## src/sv/phcg_pkg.sv

```systemverilog
// ---------------------------------------------------------------------------
// phcg_pkg
// Constants and helpers for the packet header checksum generator.
// ---------------------------------------------------------------------------
package phcg_pkg;

   localparam int CsrAddrWidth = 5;
   localparam int CsrDataWidth = 32;
   localparam int OffsetWidth  = 24;
   localparam int CountWidth   = 25;
   localparam int SumWidth     = 20;

   typedef logic [2:0] csr_index_type;

   localparam csr_index_type RegSrcBase     = 3'd0;
   localparam csr_index_type RegSrcCount    = 3'd1;
   localparam csr_index_type RegDstAddr     = 3'd2;
   localparam csr_index_type RegTtlValue    = 3'd3;
   localparam csr_index_type RegUseUdp      = 3'd4;
   localparam csr_index_type RegTotalLength = 3'd5;
   localparam csr_index_type RegIpIdent     = 3'd6;
   localparam csr_index_type RegL4Partial   = 3'd7;

   localparam logic [31:0] SrcBaseReset     = 32'h0A00_0001;
   localparam logic [24:0] SrcCountReset    = 25'd254;
   localparam logic [7:0]  TtlValueReset    = 8'd2;
   localparam logic [15:0] TotalLengthReset = 16'd40;

   localparam logic [7:0]  ProtoTcp      = 8'd6;
   localparam logic [7:0]  ProtoUdp      = 8'd17;
   localparam logic [15:0] IpVerIhlTos   = 16'h4500;
   localparam logic [15:0] IpHeaderBytes = 16'd20;
   localparam logic [15:0] CsumAllOnes   = 16'hFFFF;

   // end-around carry fold of a sum of up to sixteen 16-bit words
   function automatic logic [15:0] fold_csum(input logic [SumWidth-1:0] s);
      logic [16:0] f1;
      logic [15:0] f2;
      f1 = {1'b0, s[15:0]} + {13'd0, s[19:16]};
      f2 = f1[15:0] + {15'd0, f1[16]};
      return f2;
   endfunction

endpackage

```

## src/sv/packet_header_checksum_generator_core.sv

```systemverilog
// ---------------------------------------------------------------------------
// packet_header_checksum_generator_core
// Per request, yields source address, IPv4 header checksum and TCP/UDP
// checksum for one test packet, cycling the source through a range.
// ---------------------------------------------------------------------------
// One request is taken every cycle while req_stall is low. The source address
// is latched in an input register at the request transfer, and the word sums,
// carry fold and complement settle into the result register when it loads.
// Under a stalled result the input register still takes one more request
// before req_stall rises. A request with send_request low produces no result
// and leaves the source offset as it is. Registers lie at byte address
// 4*index.
module packet_header_checksum_generator_core (
   input  logic                               clock,
   input  logic                               reset,
   input  logic                               req_valid,
   output logic                               req_stall,
   input  logic                               req_send_request,
   output logic                               rsp_valid,
   input  logic                               rsp_stall,
   output logic [31:0]                        rsp_source_address,
   output logic [15:0]                        rsp_ip_header_checksum,
   output logic [15:0]                        rsp_l4_checksum,
   input  logic                               psel,
   input  logic                               penable,
   input  logic                               pwrite,
   input  logic [phcg_pkg::CsrAddrWidth-1:0]  paddr,
   input  logic [phcg_pkg::CsrDataWidth-1:0]  pwdata,
   output logic [phcg_pkg::CsrDataWidth-1:0]  prdata,
   output logic                               pready
);
   import phcg_pkg::*;

   logic [31:0] src_base_ff;
   logic [24:0] src_count_ff;
   logic [31:0] dst_addr_ff;
   logic [7:0]  ttl_value_ff;
   logic        use_udp_ff;
   logic [15:0] total_length_ff;
   logic [15:0] ip_ident_ff;
   logic [15:0] l4_partial_sum_ff;

   logic [OffsetWidth-1:0] offset_ff;
   logic [OffsetWidth-1:0] offset_in;
   logic [CountWidth-1:0]  offset_inc;

   logic                s1_valid_ff;
   logic [31:0]         s1_src_ff;
   logic                rsp_valid_ff;
   logic [31:0]         rsp_src_ff;
   logic [15:0]         rsp_ipck_ff;
   logic [15:0]         rsp_l4ck_ff;

   logic                s1_load, rsp_load;
   logic                req_accept;
   logic                csr_write;
   csr_index_type       csr_index;
   logic [7:0]          proto;
   logic [15:0]         l4_len;
   logic [SumWidth-1:0] ip_sum_in;
   logic [SumWidth-1:0] l4_sum_in;
   logic [15:0]         ipck_in;
   logic [15:0]         l4ck_raw;
   logic [15:0]         l4ck_in;

   // configuration port
   assign pready    = 1'b1;
   assign csr_index = paddr[4:2];
   assign csr_write = psel && penable && pwrite && pready;

   always_ff @(posedge clock) begin
      if (reset) begin
         src_base_ff       <= SrcBaseReset;
         src_count_ff      <= SrcCountReset;
         dst_addr_ff       <= '0;
         ttl_value_ff      <= TtlValueReset;
         use_udp_ff        <= 1'b0;
         total_length_ff   <= TotalLengthReset;
         ip_ident_ff       <= '0;
         l4_partial_sum_ff <= '0;
      end else if (csr_write) begin
         case (csr_index)
            RegSrcBase:     src_base_ff       <= pwdata;
            RegSrcCount:    src_count_ff      <= pwdata[24:0];
            RegDstAddr:     dst_addr_ff       <= pwdata;
            RegTtlValue:    ttl_value_ff      <= pwdata[7:0];
            RegUseUdp:      use_udp_ff        <= pwdata[0];
            RegTotalLength: total_length_ff   <= pwdata[15:0];
            RegIpIdent:     ip_ident_ff       <= pwdata[15:0];
            RegL4Partial:   l4_partial_sum_ff <= pwdata[15:0];
            default: ;
         endcase
      end
   end

   always_comb begin
      case (csr_index)
         RegSrcBase:     prdata = src_base_ff;
         RegSrcCount:    prdata = {7'd0, src_count_ff};
         RegDstAddr:     prdata = dst_addr_ff;
         RegTtlValue:    prdata = {24'd0, ttl_value_ff};
         RegUseUdp:      prdata = {31'd0, use_udp_ff};
         RegTotalLength: prdata = {16'd0, total_length_ff};
         RegIpIdent:     prdata = {16'd0, ip_ident_ff};
         RegL4Partial:   prdata = {16'd0, l4_partial_sum_ff};
         default:        prdata = '0;
      endcase
   end

   // pipeline flow
   assign rsp_load   = !rsp_valid_ff || !rsp_stall;
   assign s1_load    = !s1_valid_ff || rsp_load;
   assign req_stall  = !s1_load;
   assign req_accept = req_valid && !req_stall;

   // source offset walk
   assign offset_inc = {1'b0, offset_ff} + {{(CountWidth-1){1'b0}}, 1'b1};
   assign offset_in  = (offset_inc >= src_count_ff) ? '0 : offset_inc[OffsetWidth-1:0];

   always_ff @(posedge clock) begin
      if (reset) begin
         offset_ff <= '0;
      end else if (req_accept && req_send_request) begin
         offset_ff <= offset_in;
      end
   end

   // input register: source address
   always_ff @(posedge clock) begin
      if (reset) begin
         s1_valid_ff <= 1'b0;
      end else if (s1_load) begin
         s1_valid_ff <= req_accept && req_send_request;
      end
   end

   always_ff @(posedge clock) begin
      if (s1_load) begin
         s1_src_ff <= src_base_ff + {{(32-OffsetWidth){1'b0}}, offset_ff};
      end
   end

   // word sums, fold and complement
   assign proto  = use_udp_ff ? ProtoUdp : ProtoTcp;
   assign l4_len = total_length_ff - IpHeaderBytes;

   assign ip_sum_in = {4'd0, IpVerIhlTos} + {4'd0, total_length_ff} + {4'd0, ip_ident_ff}
                    + {4'd0, ttl_value_ff, proto}
                    + {4'd0, s1_src_ff[31:16]} + {4'd0, s1_src_ff[15:0]}
                    + {4'd0, dst_addr_ff[31:16]} + {4'd0, dst_addr_ff[15:0]};

   assign l4_sum_in = {4'd0, s1_src_ff[31:16]} + {4'd0, s1_src_ff[15:0]}
                    + {4'd0, dst_addr_ff[31:16]} + {4'd0, dst_addr_ff[15:0]}
                    + {12'd0, proto} + {4'd0, l4_len} + {4'd0, l4_partial_sum_ff};

   assign ipck_in  = ~fold_csum(ip_sum_in);
   assign l4ck_raw = ~fold_csum(l4_sum_in);
   assign l4ck_in  = (use_udp_ff && (l4ck_raw == '0)) ? CsumAllOnes : l4ck_raw;

   // result register
   always_ff @(posedge clock) begin
      if (reset) begin
         rsp_valid_ff <= 1'b0;
      end else if (rsp_load) begin
         rsp_valid_ff <= s1_valid_ff;
      end
   end

   always_ff @(posedge clock) begin
      if (rsp_load) begin
         rsp_src_ff  <= s1_src_ff;
         rsp_ipck_ff <= ipck_in;
         rsp_l4ck_ff <= l4ck_in;
      end
   end

   assign rsp_valid              = rsp_valid_ff;
   assign rsp_source_address     = rsp_src_ff;
   assign rsp_ip_header_checksum = rsp_ipck_ff;
   assign rsp_l4_checksum        = rsp_l4ck_ff;

`ifndef SYNTHESIS
   a_req_fills_s1: assert property (@(posedge clock) disable iff (reset)
      (req_accept && req_send_request) |=> s1_valid_ff)
      else $error("request transfer did not reach the input register");

   a_offset_step: assert property (@(posedge clock) disable iff (reset)
      (req_accept && req_send_request) |=>
         ((offset_ff == '0) || (offset_ff == $past(offset_ff) + 24'd1)))
      else $error("source offset stepped wrongly");

   a_offset_hold: assert property (@(posedge clock) disable iff (reset)
      !(req_accept && req_send_request) |=> $stable(offset_ff))
      else $error("source offset moved without a request");

   a_rsp_hold: assert property (@(posedge clock) disable iff (reset)
      (rsp_valid_ff && rsp_stall) |=>
         (rsp_valid_ff && $stable(rsp_src_ff) && $stable(rsp_ipck_ff)
          && $stable(rsp_l4ck_ff)))
      else $error("stalled result changed");
`endif

endmodule
```

## config.mk

```make
export PLATFORM = sky130hd
export DESIGN_NAME = packet_header_checksum_generator_core
export DESIGN_NICKNAME = d
export VERILOG_FILES = /design/src/sv/phcg_pkg.sv /design/src/sv/packet_header_checksum_generator_core.sv
export SDC_FILE = /design/constraint.sdc
export NUM_CORES = 1
export LEC_CHECK = 0
export ABC_AREA = 1
export BUFFER_PORTS_ARGS = -buffer_cell sky130_fd_sc_hd__buf_2
export CELL_PAD_IN_SITES_DETAIL_PLACEMENT = 1
export CELL_PAD_IN_SITES_GLOBAL_PLACEMENT = 2
export CORE_MARGIN = 4
export CORE_UTILIZATION = 37
export DETAILED_ROUTE_END_ITERATION = 6
export GPL_TIMING_DRIVEN = 0
export PLACE_DENSITY_LB_ADDON = 0.3
export SETUP_SLACK_MARGIN = 0.3
export SLEW_MARGIN = 15
export SYNTH_ARGS = -nofsm -noshare
export SYNTH_HDL_FRONTEND = slang
export SYNTH_SLANG_ARGS = --single-unit
```

## constraint.sdc

```tcl
create_clock -name clock -period 9.3 [get_ports clock]
set_clock_uncertainty 0.05 [all_clocks]
set_input_delay 0.465 -clock clock [delete_from_list [all_inputs] [get_ports clock]]
set_output_delay 0.465 -clock clock [all_outputs]
set_load 0.01 [all_outputs]
```

* Word level (Yosys, flattened, before mapping)
Cells that the tools add are included.
** Cells by class
- $add $sub $neg :: 20
- Magnitude comparators :: 1
- Eq/ne operators :: 7
- Multiplexer cells :: 3
- Bitwise logic cells :: 2
- Reduce and logical (&&, ||, !) cells :: 21
** Operator list (number)
- one-hot mux 32 bit (8 select lines) :: 1
- adder 20 x 16 -> 20 bit :: 5
- adder 18 x 16 -> 19 bit :: 2
- adder 17 x 16 -> 18 bit :: 2
- adder 16 x 4 -> 17 bit :: 2
- adder 16 x 1 -> 16 bit :: 2
- adder 32 x 24 -> 32 bit :: 1
- inverter 16 bit :: 2
- adder 24 x 1 -> 25 bit (second input constant) :: 1
- >= comparator 25 bit :: 1
- 2-to-1 mux 24 bit :: 1
- adder 19 x 16 -> 20 bit :: 1
- adder 19 x 5 -> 20 bit :: 1
- adder 15 x 16 -> 17 bit (first input constant) :: 1
- adder 16 x 16 -> 17 bit :: 1
- zero test 16 bit :: 1
- AND reduction 2 bit :: 8
- subtractor 16 x 5 -> 16 bit (second input constant) :: 1
- == test 3 bit (second input constant) :: 4
- == test 3 x 2 -> 1 bit (second input constant) :: 2
- logical AND 1 bit :: 5
- 2-to-1 mux 5 bit :: 1
- zero test 1 bit :: 4
- == test 3 x 1 -> 1 bit (second input constant) :: 1
- 2 further kinds :: 3
** Storage, ports and cells
- Bits in registers :: 268
- Bits of input ports :: 45
- Output and inout bits :: 99
- Logic and storage cells :: 69

* Depth between registers and ports, before layout
Gate-level depths: netlist (run 1).
- Word-level depth :: 11
- Depth in mapped cells :: 52
- Depth with buffers taken out :: 51

* Least setup slack after synthesis (run 1)
No wires, ideal clock.
- Path kind :: register -> register
- From :: register total_length_ff[2]
- To :: register rsp_l4ck_ff[7] (netlist: rsp_l4_checksum[7]) (data pin)
- Library setup time :: 0.255 ns
- Arrival time :: 7.544 ns
- Required time :: 8.995 ns
- Slack :: 1.451 ns
- Cell stages (with the launch flop) :: 50
- Buffers on the path :: 1
- Clock period less this slack :: 7.849 ns
- Cell sequence :: dfxtp_1 o21ai_0 nand3_1 nor3_1 nand4_1 xor2_1 fa_1 inv_1 fa_1 fa_1 inv_1 ha_1 ha_1 inv_1 nor3_1 nand3_1 nand2_1 nand3_1 [14 not listed] ha_1 ha_1 nand2_1 nor2_1 nand3_1 nor2_1 nand2_1 nor2_2 nand3_2 nor2_4 inv_1 nand2_1 nor2_1 nand2_1 nor2_2 nand2_2 buf_6 nand2_2
** On the way
- Word-level cells in the longest chain between the ends :: 8
** Ends and longest elaborated chain
- start, declared :: line packet_header_checksum_generator_core.sv:39 : logic [15:0] total_length_ff;
- start signal, assigned :: line packet_header_checksum_generator_core.sv:78 : total_length_ff <= TotalLengthReset;
- start signal, assigned :: line packet_header_checksum_generator_core.sv:88 : RegTotalLength: total_length_ff <= pwdata[15:0];
- subtractor 16 x 5 -> 16 bit (*) :: line packet_header_checksum_generator_core.sv:145 : assign l4_len = total_length_ff - IpHeaderBytes;
- adder 20 x 16 -> 20 bit (*) (2 in a row) :: line packet_header_checksum_generator_core.sv:154 : + {12'd0, proto} + {4'd0, l4_len} + {4'd0, l4_partial_sum_ff};
- adder 16 x 4 -> 17 bit (*) :: line phcg_pkg.sv:39 : f1 = {1'b0, s[15:0]} + {13'd0, s[19:16]};
- adder 16 x 1 -> 16 bit (*) :: line phcg_pkg.sv:40 : f2 = f1[15:0] + {15'd0, f1[16]};
- inverter 16 bit (*) :: line packet_header_checksum_generator_core.sv:157 : assign l4ck_raw = ~fold_csum(l4_sum_in);
- zero test 16 bit :: line packet_header_checksum_generator_core.sv:158 : assign l4ck_in = (use_udp_ff && (l4ck_raw == '0)) ? CsumAllOnes : l4ck_raw;
- logical AND 1 bit :: line packet_header_checksum_generator_core.sv:158
- end signal, assigned :: line packet_header_checksum_generator_core.sv:173 : rsp_l4ck_ff <= l4ck_in;
- end, declared :: line packet_header_checksum_generator_core.sv:52 : logic [15:0] rsp_l4ck_ff;
Every way passes the cells marked *; elsewhere a longest branch is shown, timed or not.
A chain may end at the register's enable or synchronous reset.

* Final worst setup path (run 1)
- From :: register total_length_ff[3]
- To :: register rsp_l4ck_ff[13] (netlist: rsp_l4_checksum[13]) (data pin)
The elaborated chain is that of the path after synthesis.

==> results of run 1 <==
==> per-stage QoR <==
stage                     instances  setup WS [ns]  utilization (%)
after CTS                      3228          0.327             43.3
after detailed placement       3162         -0.933             40.6
final                          3251          0.711             44.1
after floorplan                2341           1.45                -
after global placement         3160         -0.729             40.5
after global routing           3249          0.188             44.1
==> state kept, by name, indices dropped and copies added, names as in the netlist <==
signal,flops
total_length_ff,16
src_count_ff,25
ip_ident_ff,16
src_base_ff,32
rsp_source_address,32
use_udp_ff,1
ttl_value_ff,8
s1_valid_ff,1
s1_src_ff,32
dst_addr_ff,32
l4_partial_sum_ff,16
rsp_l4_checksum,16
offset_ff,24
rsp_ip_header_checksum,16
rsp_valid,1
==> logic make-up (layout without fill, tap and decap cells) <==
group / Yosys count / count (layout) / synth area share (%)
other: 1 / 3 / 0.0195
AO/OA/AOI/OAI: 430 / 430 / 12.6
adder cells (fa/ha/maj): 270 / 270 / 23.1
buffers and inverters: 448 / 676 / 8.84
flip-flops: 268 / 268 / 32.8
AND/OR/NAND/NOR: 830 / 830 / 18.4
XOR/XNOR: 94 / 94 / 4.27
==> path summary, 6_finish.rpt <==
kind                       from                  end  slack [ns]
min reg2reg         s1_valid_ff            rsp_valid        0.40
max reg2reg  total_length_ff[3]  rsp_l4_checksum[13]        0.71
max          total_length_ff[3]  rsp_l4_checksum[13]        0.71
min                  pwdata[27]      src_base_ff[27]        0.11
==> power groups by stage <==
stage               clock, W  sequential [W]  combinational, W
finish               0.00143         0.00130          0.000649
CTS                  0.00145         0.00131          0.000638
global placement           0         0.00133          0.000606
global route         0.00150         0.00131          0.000727
detailed placement         0         0.00133          0.000625
floorplan                  0         0.00135          0.000390
==> worst max-delay path: cells and delay by family, from the launching register on <==
kind / cells / cell delay, ns
buf+inv: 7 / 0.53
flops: 1 / 0.37
compound gates: 2 / 0.30
xor+xnor: 2 / 0.48
simple gates: 29 / 3.63
fa+ha+maj: 9 / 2.96
==> repair_timing <==
item / in CTS / in global routing
pin swaps: 4 / 35
cloned: 0 / 1
setup buffers: 2 / 20
resized for setup: 37 / 57
setup endpoints to repair: 16 / 20
==> synthesized netlist by cell type, types with 11 or more instances <==
library cell                count
sky130_fd_sc_hd__o21ai_0      171
sky130_fd_sc_hd__inv_1        375
sky130_fd_sc_hd__nand4_1       25
sky130_fd_sc_hd__xnor2_1       33
sky130_fd_sc_hd__nand2_2       24
sky130_fd_sc_hd__xor2_1        61
sky130_fd_sc_hd__nand2_1      392
sky130_fd_sc_hd__a221oi_1      15
sky130_fd_sc_hd__nor3_1        24
sky130_fd_sc_hd__nor2_1       245
sky130_fd_sc_hd__edfxtp_1      96
sky130_fd_sc_hd__nand3_1       85
sky130_fd_sc_hd__a31oi_1       12
sky130_fd_sc_hd__ha_1         128
sky130_fd_sc_hd__o2111ai_1     15
sky130_fd_sc_hd__a21oi_1      161
sky130_fd_sc_hd__clkbuf_1      55
sky130_fd_sc_hd__o211ai_1      11
sky130_fd_sc_hd__dfxtp_1      172
sky130_fd_sc_hd__fa_1         142
==> area by class of cell <==
cell class	instances	area (um2)
Clock inverter	17	183
Timing Repair Buffer	164	933
Tap cell	680	851
Sequential cell	268	6340
Fill cell	6158	28700
Buffer	60	255
Inverter	388	1470
Multi-Input combinational cell	1625	11600
Antenna cell	2	5.00
Clock buffer	47	1010
==> per-layer routing <==
metal | wire (um) | vias up | track usage (%)
met2 | 37200 | 355 | 47.0
met1 | 30500 | 8379 | 31.5
met5 | 0 | - | 0
li1 | - | 8023 | -
met4 | 2480 | 0 | 7.61
met3 | 3040 | 100 | 3.03
==> Flow_metrics.wiki, run 1 <==
{| class="wikitable"
! Metric !! Value
|-
| Max-cap violation count || 0
|-
| Gp weighted congestion || 0.909
|-
| Cell accounting for the most synthesized area || sky130_fd_sc_hd__dfxtp_1
|-
| Leakage power || 10.7 nW
|-
| Post-synthesis sequential element count || 268
|-
| Share of the clock period used by the worst path || 92.4%
|-
| Result of the run || finished clean
|-
| Ys Warns || 0
|-
| Startpoint-to-endpoint class of the critical path || reg -> reg
|-
| Layout cell share with drive strength beyond 1 || 13.6%
|-
| Number of synthesized flops with an enable pin || 96
|-
| Final Hold Fails || 0
|-
| Commonest cells after routing, fill and taps aside || sky130_fd_sc_hd__nand2_1 (384), sky130_fd_sc_hd__inv_1 (367), sky130_fd_sc_hd__nor2_1 (239)
|-
| Chip width || 236 um
|-
| Insertion delay to the later sink of the worst-skew pair || 0.56 ns
|-
| Kind of end point of the critical path || flip-flop
|-
| Critical Path Start Type || flip-flop
|-
| RSZ-0062 raised after global routing || no
|-
| Detailed-route wire length || 73300 um
|-
| Number of cell rows || 83
|-
| Largest net degree at the start of global routing || 54
|-
| Total routing resource utilization after global routing || 25.6%
|-
| Final hold slack || 0.112 ns
|-
| Placeable core region || 51400 um2
|-
| Pwr/cell area || 149 nW/um2
|-
| Clock share of power || 42.3%
|-
| Max-Slew Margin vs Limit || 13.7%
|-
| Vias per cell || 5.19
|-
| Clock transition at the registers of the reported paths || 0.07 ns
|-
| Most frequent standard cell in the layout excluding fill and tap cells || sky130_fd_sc_hd__nand2_1
|-
| Switching share of power || 30.3%
|-
| Layout-stage area growth over the synthesis result || 17.8%
|-
| Total clock buffers created by CTS || 35
|-
| Clock Tree Buf Depth || 3
|-
| Starting density of the core || 37.5%
|-
| Synth Area per Inst || 8.23 um2
|-
| Min-Delay Path Class || in -> reg
|-
| Largest cells by area after synthesis || sky130_fd_sc_hd__dfxtp_1 (18%), sky130_fd_sc_hd__edfxtp_1 (15%), sky130_fd_sc_hd__fa_1 (15%)
|-
| Area share of the largest cell type after synthesis || 17.9%
|-
| Slowest CP cell || sky130_fd_sc_hd__fa_1
|-
| DRC errors left || 0
|-
| Number of port buffers || 139
|-
| Number of vias in the routed layout || 16900
|-
| Initial DRC Count || 1024
|-
| Layout Cell Area excl Fill || 22700 um2
|-
| Largest fanout of any net on the critical path || 7
|-
| Async SR Flop Fraction || 0%
|-
| Netlist cell types || 49
|-
| Required time worst endpoint || 9.56 ns
|-
| Buffer type at the clock tree root || sky130_fd_sc_hd__clkbuf_16
|-
| DIE AREA || 55800 um2
|-
| Number of setup violations in the final report || 0
|-
| Arr. time, crit path || 8.85 ns
|-
| Post-synthesis cell area || 19300 um2
|-
| Estimated wirelength of the detail-placed design || 61000 um
|-
| Initial antenna violation count || 2
|-
| Syn Nets || 2656
|-
| Maximum clock frequency || 116 MHz
|-
| First-pass iteration count of the detailed router || 7
|-
| Peak supply drop || 0.000102 V
|-
| Total congestion overflow || 0
|-
| CTS tree || done
|-
| Share of synthesized area occupied by flip-flops and latches || 32.8%
|-
| Number of primary I/O pins || 144
|-
| # clock sinks || 268
|-
| Post-DRT Antenna Nets || 0
|-
| Instance area after placement || 20900 um2
|-
| Worst r2r path cells || 49
|-
| Wirelength per Cell || 22.5 um
|-
| Total design power || 0.00338 W
|-
| Sequential fraction of design power || 38.5%
|-
| Global-route wire length before repair || 109000 um
|-
| Cell Int Power || 0.00236 W
|-
| Cell count after synthesis || 2341
|-
| Switching component of the power || 0.00103 W
|-
| Vertical extent of the die || 236 um
|-
| Setup TNS || 0 ns
|-
| Time the worst path needs with I/O delays and setup || 8.59 ns
|-
| Total count of max-transition violations in the final report || 0
|-
| Max incr delay on CP || 0.50 ns
|-
| Combinational cell fraction of total power || 19.2%
|-
| Vias in the first global route || 17800
|-
| Count of H-tree levels built during CTS || 2
|-
| Number of buffers inserted by hold repair at cts || 0
|-
| Slew @ Worst Pin || 1.28 ns
|-
| Cell depth of the worst hold path || 3
|-
| Nets || 2857
|-
| Main synth FF type || sky130_fd_sc_hd__dfxtp_1
|-
| Crit-path most repeated cell || sky130_fd_sc_hd__inv_1
|}
Note: power is estimated with default switching activity, not from simulation.
==> run 2: changes to the inputs <==
--- a/config.mk
+++ b/config.mk
@@ -19,3 +19,4 @@
 export SYNTH_ARGS = -nofsm -noshare
 export SYNTH_HDL_FRONTEND = slang
 export SYNTH_SLANG_ARGS = --single-unit
+export TNS_END_PERCENT = 10
==> constraint.sdc (replaced) <==
create_clock -name clock -period 9.3 [get_ports clock]
set_clock_uncertainty 0.05 [all_clocks]
set_input_delay 0.93 -clock clock [delete_from_list [all_inputs] [get_ports clock]]
set_output_delay 0.93 -clock clock [all_outputs]
set_load 0.01 [all_outputs]
==> run 2 against run 1 <==
Against the previous run: register-to-register slack barely moved; non-clock buffer count stayed put; sequential share of layout area hardly changed; critical path type unchanged; highest routed layer unchanged; setup slack hardly changed; maximum frequency hardly changed.
==> Flow_metrics.wiki, run 2 (synthesized netlist as in run 1, its figures left out) <==
{| class="wikitable"
! Metric !! Value
|-
| Critical Path Start Type || flip-flop (unchanged)
|-
| Detailed-route wire length || 73300 um (about the same)
|-
| Buffer type at the clock tree root || sky130_fd_sc_hd__clkbuf_16 (unchanged)
|-
| Count of H-tree levels built during CTS || 2 (unchanged)
|-
| First-pass iteration count of the detailed router || 7 (unchanged)
|-
| Required time worst endpoint || 9.56 ns (about the same)
|-
| Share of the clock period used by the worst path || 92.4% (about the same)
|-
| Register-to-register setup slack || 0.71 ns (about the same)
|-
| Peak supply drop || 0.000102 V (unchanged)
|-
| Time the worst path needs with I/O delays and setup || 8.59 ns (about the same)
|-
| Layout cell share with drive strength beyond 1 || 13.6% (about the same)
|-
| # clock sinks || 268 (unchanged)
|-
| Result of the run || finished clean (unchanged)
|-
| Max incr delay on CP || 0.50 ns (about the same)
|-
| Insertion delay to the later sink of the worst-skew pair || 0.56 ns (about the same)
|-
| Maximum clock frequency || 116 MHz (about the same)
|-
| Total routing resource utilization after global routing || 25.6% (unchanged)
|-
| Filler cell count || 6158 (unchanged)
|-
| Max-cap violation count || 0 (unchanged)
|-
| Largest net degree at the start of global routing || 54 (unchanged)
|-
| Clock Tree Buf Depth || 3 (unchanged)
|-
| Slowest CP cell || sky130_fd_sc_hd__fa_1 (unchanged)
|-
| Number of port buffers || 139 (unchanged)
|-
| Leakage power || 10.7 nW (about the same)
|-
| Startpoint-to-endpoint class of the critical path || reg -> reg (unchanged)
|-
| DIE AREA || 55800 um2 (unchanged)
|-
| Vias per cell || 5.18 (was 5.19)
|-
| Pwr/cell area || 149 nW/um2 (about the same)
|-
| Global-route wire length before repair || 109000 um (unchanged)
|-
| Wirelength per Cell || 22.5 um (about the same)
|-
| Kind of end point of the critical path || flip-flop (unchanged)
|-
| Vias in the first global route || 17800 (unchanged)
|-
| Chip width || 236 um (unchanged)
|-
| Vertical extent of the die || 236 um (unchanged)
|-
| Total count of max-transition violations in the final report || 0 (unchanged)
|-
| Starting density of the core || 37.5% (unchanged)
|-
| Gp weighted congestion || 0.909 (unchanged)
|-
| RSZ-0062 raised after global routing || yes (was no)
|-
| Most frequent standard cell in the layout excluding fill and tap cells || sky130_fd_sc_hd__nand2_1 (unchanged)
|-
| Final worst-path setup slack || 0.711 ns (about the same)
|-
| Post-DRT Antenna Nets || 0 (unchanged)
|-
| Place WS || -0.933 ns (unchanged)
|-
| Final Hold Fails || 0 (unchanged)
|-
| Largest fanout of any net on the critical path || 7 (unchanged)
|-
| Setup TNS || 0 ns (unchanged)
|-
| Number of setup violations in the final report || 0 (unchanged)
|-
| DRC errors left || 0 (unchanged)
|-
| Number of cell rows || 83 (unchanged)
|-
| Total congestion overflow || 0 (unchanged)
|-
| Total clock buffers created by CTS || 35 (unchanged)
|-
| Crit-path most repeated cell || sky130_fd_sc_hd__inv_1 (unchanged)
|-
| Arr. time, crit path || 8.85 ns (about the same)
|-
| Placeable core region || 51400 um2 (unchanged)
|-
| Min-Delay Path Class || reg -> reg (was in -> reg)
|-
| Number of vias in the routed layout || 16900 (about the same)
|-
| Commonest cells after routing, fill and taps aside || sky130_fd_sc_hd__nand2_1 (384), sky130_fd_sc_hd__inv_1 (367), sky130_fd_sc_hd__nor2_1 (239) (unchanged)
|-
| Initial antenna violation count || 2 (unchanged)
|-
| Number of primary I/O pins || 144 (unchanged)
|-
| CTS tree || done (unchanged)
|-
| Nets || 2857 (unchanged)
|-
| Layout-stage area growth over the synthesis result || 17.7% (was 17.8%)
|-
| Initial DRC Count || 1021 (was 1024)
|-
| Slew @ Worst Pin || 1.28 ns (about the same)
|-
| Clock transition at the registers of the reported paths || 0.07 ns (about the same)
|-
| Max-Slew Margin vs Limit || 13.9% (was 13.7%)
|-
| Estimated wirelength of the detail-placed design || 61000 um (unchanged)
|}
-- run 2: cell count changes in the layout (fill, tap and decap cells not counted) --
cell,before,now
sky130_fd_sc_hd__ha_1,112,113
sky130_fd_sc_hd__ha_2,7,6
sky130_fd_sc_hd__nand2_2,29,30
sky130_fd_sc_hd__nand2_4,5,4
-- run 2: timing repair --
action | in CTS | in global routing
pin swaps | 4 | 35
endpoints found under the hold margin | 0 | 0
buffers inserted | 2 | 20
cloned | 0 | 1
hold buffers | 0 | 0
gates resized for setup | 37 | 55
endpoints found under the setup margin | 16 | 20
-- run 2: final cells by class --
cell class	instances	area (um2)	share of cell area [%]
Sequential cell	268	6340	27.9
Inverter	388	1470	6.46
Clock buffer	47	1010	4.47
Antenna cell	2	5.00	0.0221
Timing Repair Buffer	164	933	4.12
Buffer	60	255	1.13
Clock inverter	17	183	0.806
Tap cell	680	851	3.75
Multi-Input combinational cell	1625	11600	51.3
-- run 2: final timing paths --
path                                          from                  end  depth (start not counted)
worst max-delay path            total_length_ff[3]  rsp_l4_checksum[13]                         49
worst min-delay path                   s1_valid_ff            rsp_valid                          2
worst max register to register  total_length_ff[3]  rsp_l4_checksum[13]                         49
worst min register to register         s1_valid_ff            rsp_valid                          2
-- run 2: critical path: cells and delay by family (launching register included) --
kind,cells,cell delay (ns)
xor gates and xnor gates,2,0.48
buffers and inverters,7,0.53
adders and majority gates,9,2.96
AOI/OAI and AO/OA,2,0.30
DFF,1,0.37
and+or+nand+nor,29,3.63
-- run 2: per-layer routing --
metal	global-route usage, %	routed length [um]	vias up
li1	-	-	8023
met1	31.5	30500	8376
met2	47.0	37200	355
met3	3.03	3020	100
met4	7.61	2480	0
met5	0	0	-
-- run 2: stage by stage --
stage	cells	util (%)	instance area, um2	hold WS [ns]	total power, W
after floorplan	2341	-	19300	0.376	0.00174
after global placement	3160	40.5	20800	0.394	0.00194
after detailed placement	3162	40.6	20900	0.405	0.00195
after CTS	3228	43.3	22300	0.406	0.00340
after global routing	3249	44.1	22700	0.434	0.00354
final	3251	44.1	22700	0.401	0.00338
-- run 2: where the power goes --
part	internal [W]	switching (W)	total, W
clock	0.000854	0.000576	0.00143
combinational	0.000226	0.000423	0.000649
sequential	0.00128	0.0000258	0.00130
==> run 3: changes to the inputs <==
--- a/config.mk
+++ b/config.mk
@@ -10,7 +10,7 @@
 export CELL_PAD_IN_SITES_DETAIL_PLACEMENT = 1
 export CELL_PAD_IN_SITES_GLOBAL_PLACEMENT = 2
 export CORE_MARGIN = 4
-export CORE_UTILIZATION = 37
+export CORE_UTILIZATION = 34
 export DETAILED_ROUTE_END_ITERATION = 6
 export GPL_TIMING_DRIVEN = 0
 export PLACE_DENSITY_LB_ADDON = 0.3
==> constraint.sdc (replaced) <==
create_clock -name clock -period 7.5 [get_ports clock]
set_clock_uncertainty 0.05 [all_clocks]
set_input_delay 0.75 -clock clock [delete_from_list [all_inputs] [get_ports clock]]
set_output_delay 0.75 -clock clock [all_outputs]
set_load 0.01 [all_outputs]
==> run 3 against run 2 <==
Against the previous run: the run now ends with negative setup slack left; global-route usage is 1.3 points lower; design area is 2.8% higher; register-to-register slack worse by 1.6 ns; highest routed layer unchanged; via count is 0.12% higher; final cell count is 2.7% higher.
==> Flow_metrics.wiki, run 3 (synthesized netlist as in run 1, its figures left out) <==
{| class="wikitable"
! Metric !! Value
|-
| Result of the run || finished, violations left (was finished clean)
|-
| Violated checks || negative setup slack
|-
| Maximum clock frequency || 119 MHz (was 116 MHz)
|-
| Detailed-route wire length || 74300 um (was 73300 um)
|-
| Slew @ Worst Pin || 1.19 ns (was 1.28 ns)
|-
| Met3 usage in global routing || 2.55% (was 3.03%)
|-
| Final worst-path setup slack || -0.905 ns (was 0.711 ns)
|-
| RSZ-0062 raised after global routing || yes (unchanged)
|-
| Area taken by flip-flops and latches || 6340 um2 (about the same)
|-
| Largest net degree at the start of global routing || 48 (was 54)
|-
| CTS tree || done (unchanged)
|-
| Number of setup violations in the final report || 22 (was 0)
|-
| Final std cells w/o fill || 3340 (was 3251)
|-
| Count of H-tree levels built during CTS || 2 (unchanged)
|-
| Gp weighted congestion || 0.884 (was 0.909)
|-
| Total clock buffers created by CTS || 36 (was 35)
|-
| Combinational cell fraction of total power || 19.6% (was 19.2%)
|-
| Buffer type at the clock tree root || sky130_fd_sc_hd__clkbuf_16 (unchanged)
|-
| Critical Path Start Type || flip-flop (unchanged)
|-
| Estimated wirelength of the detail-placed design || 62000 um (was 61000 um)
|-
| Met1 GRT Util || 29.5% (was 31.5%)
|-
| Max incr delay on CP || 0.53 ns (was 0.50 ns)
|-
| Initial DRC Count || 929 (was 1021)
|-
| Met2 Resource Use GR || 45.4% (was 47.0%)
|-
| Kind of end point of the critical path || flip-flop (unchanged)
|-
| Max-Slew Margin vs Limit || 20.2% (was 13.9%)
|-
| Register-to-register setup slack || -0.91 ns (was 0.71 ns)
|-
| Slowest CP cell || sky130_fd_sc_hd__fa_1 (unchanged)
|-
| Wirelength per Cell || 22.2 um (was 22.5 um)
|-
| Vertical extent of the die || 246 um (was 236 um)
|-
| Min-Delay Path Class || in -> reg (was reg -> reg)
|-
| Crit-path leading delay family || simple AND/OR/NAND/NOR gates (unchanged)
|-
| Switching component of the power || 0.00130 W (was 0.00103 W)
|-
| Total congestion overflow || 0 (unchanged)
|-
| Worst r2r path cells || 50 (was 49)
|-
| Required time worst endpoint || 7.77 ns (was 9.56 ns)
|-
| Filler cell count || 6700 (was 6158)
|-
| Global-route wire length before repair || 111000 um (was 109000 um)
|-
| Crit-path most repeated cell || sky130_fd_sc_hd__nor2_4 (was sky130_fd_sc_hd__inv_1)
|-
| Total count of max-transition violations in the final report || 0 (unchanged)
|-
| Initial antenna violation count || 2 (unchanged)
|-
| Critical Path Stages || 50 (was 49)
|-
| Layout cell share with drive strength beyond 1 || 16.4% (was 13.6%)
|-
| Startpoint-to-endpoint class of the critical path || reg -> reg (unchanged)
|-
| Post-DRT Antenna Nets || 0 (unchanged)
|-
| Chip width || 246 um (was 236 um)
|-
| Footprint of the multi-input gates || 11900 um2 (was 11600 um2)
|-
| Clock share of power || 42.7% (was 42.3%)
|-
| Clock transition at the registers of the reported paths || 0.05 ns (was 0.07 ns)
|-
| Max-cap violation count || 0 (unchanged)
|-
| Total design power || 0.00428 W (was 0.00338 W)
|-
| DIE AREA || 60500 um2 (was 55800 um2)
|-
| DRC errors left || 0 (unchanged)
|-
| Starting density of the core || 34.6% (was 37.5%)
|-
| Number of vias in the routed layout || 16900 (about the same)
|-
| # clock sinks || 268 (unchanged)
|-
| Switching share of power || 30.4% (was 30.3%)
|-
| Time the worst path needs with I/O delays and setup || 8.41 ns (was 8.59 ns)
|-
| Number of port buffers || 139 (unchanged)
|-
| Place WS || -2.27 ns (was -0.933 ns)
|-
| Vias in the first global route || 17900 (was 17800)
|-
| Number of cell rows || 86 (was 83)
|-
| Total routing resource utilization after global routing || 24.3% (was 25.6%)
|-
| Clock Tree Buf Depth || 3 (unchanged)
|-
| Cell Int Power || 0.00298 W (was 0.00236 W)
|-
| Vias per cell || 5.05 (was 5.18)
|-
| Sequential fraction of design power || 37.8% (was 38.6%)
|-
| Leakage power || 10.9 nW (was 10.7 nW)
|-
| Peak supply drop || 0.000142 V (was 0.000102 V)
|-
| Layout-stage area growth over the synthesis result || 21.0% (was 17.7%)
|-
| Nets || 2878 (was 2857)
|-
| Global-route layer with the greatest usage || met2 (unchanged)
|-
| First-pass iteration count of the detailed router || 5 (was 7)
|-
| Bufs and invs on worst path || 7 (unchanged)
|-
| Final Hold Fails || 0 (unchanged)
|-
| Arr. time, crit path || 8.67 ns (was 8.85 ns)
|-
| Placeable core region || 55600 um2 (was 51400 um2)
|-
| Share of the clock period used by the worst path || 112% (was 92.4%)
|-
| Number of primary I/O pins || 144 (unchanged)
|-
| Largest fanout of any net on the critical path || 5 (was 7)
|-
| Cell total after placement || 3230 (was 3162)
|-
| Insertion delay to the later sink of the worst-skew pair || 0.57 ns (was 0.56 ns)
|-
| Most frequent standard cell in the layout excluding fill and tap cells || sky130_fd_sc_hd__nand2_1 (unchanged)
|-
| Commonest cells after routing, fill and taps aside || sky130_fd_sc_hd__nand2_1 (371), sky130_fd_sc_hd__inv_1 (361), sky130_fd_sc_hd__nor2_1 (228) (was sky130_fd_sc_hd__nand2_1 (384), sky130_fd_sc_hd__inv_1 (367), sky130_fd_sc_hd__nor2_1 (239))
|-
| Cell depth of the worst hold path || 3 (was 2)
|-
| Pwr/cell area || 184 nW/um2 (was 149 nW/um2)
|}
[run 3: cell count changes in the layout (fill, tap and decap cells not counted), moves of 5 or more]
cell	change
sky130_fd_sc_hd__inv_1	-6
sky130_fd_sc_hd__clkinv_2	+5
sky130_fd_sc_hd__ha_4	+7
sky130_fd_sc_hd__nand3_1	-13
sky130_fd_sc_hd__nand2_1	-13
sky130_fd_sc_hd__nand2_4	+5
sky130_fd_sc_hd__nor2_1	-11
sky130_fd_sc_hd__nand2_2	+8
sky130_fd_sc_hd__ha_1	-6
sky130_fd_sc_hd__nor2_2	+8
sky130_fd_sc_hd__nand3_2	+10
sky130_fd_sc_hd__buf_4	+14
[run 3: worst reg2reg max path, delay by kind of cell, from the launching register on]
family / cells / cell delay [ns]
buf+inv: 7 / 0.52
simple gates: 29 / 3.46
xor+xnor: 2 / 0.47
compound gates: 2 / 0.12
fa+ha+maj: 10 / 3.13
flops: 1 / 0.37
[run 3: power by group through the flow]
| stage | logic, W | registers [W] | clock network [W] |
|---|---|---|---|
| after floorplan | 0.000497 | 0.00167 | 0 |
| after global placement | 0.000767 | 0.00165 | 0 |
| after detailed placement | 0.000791 | 0.00165 | 0 |
| after CTS | 0.000824 | 0.00162 | 0.00187 |
| after global routing | 0.000944 | 0.00163 | 0.00192 |
| final | 0.000839 | 0.00162 | 0.00183 |
[run 3: per-layer routing]
layer  vias to the layer above  wire (um)
met1                      8425      31400
met4                         0       2210
met2                       303      38300
li1                       8060          -
met3                        87       2390
met5                         -          0
[run 3: layout make-up]
type | instances | share of cell area [%]
Tap cell | 748 | 4.02
Buffer | 60 | 1.07
Sequential cell | 268 | 27.2
Clock inverter | 19 | 0.966
Multi-Input combinational cell | 1625 | 51.2
Timing Repair Buffer | 184 | 4.87
Antenna cell | 1 | 0.0107
Inverter | 388 | 6.32
Clock buffer | 47 | 4.35
[run 3: path summary, 6_finish.rpt]
check                     start                      to
max          total_length_ff[3]     rsp_l4_checksum[12]
min                  pwdata[27]         src_base_ff[27]
max reg2reg  total_length_ff[3]     rsp_l4_checksum[12]
min reg2reg       s1_src_ff[10]  rsp_source_address[10]
[run 3: what timing repair did]
action | 4_1_cts | 5_1_grt
cloned | 1 | 0
resized for setup | 70 | 62
buffers inserted | 28 | 14
endpoints found under the setup margin | 32 | 32
pin swaps | 50 | 32
hold buffers | 0 | 0
[run 3: stage by stage]
step / area, um2 / TNS [ns] / utilization, % / hold slack, ns
finish: 23300 / -15.50 / 41.9 / 0.405
global route: 23300 / -25.56 / 41.9 / 0.386
CTS: 23000 / -18.11 / 41.3 / 0.371
detailed placement: 21100 / -43.95 / 38.0 / 0.408
global placement: 21100 / -40.80 / 37.9 / 0.393
floorplan: 19500 / 0 / - / 0.376
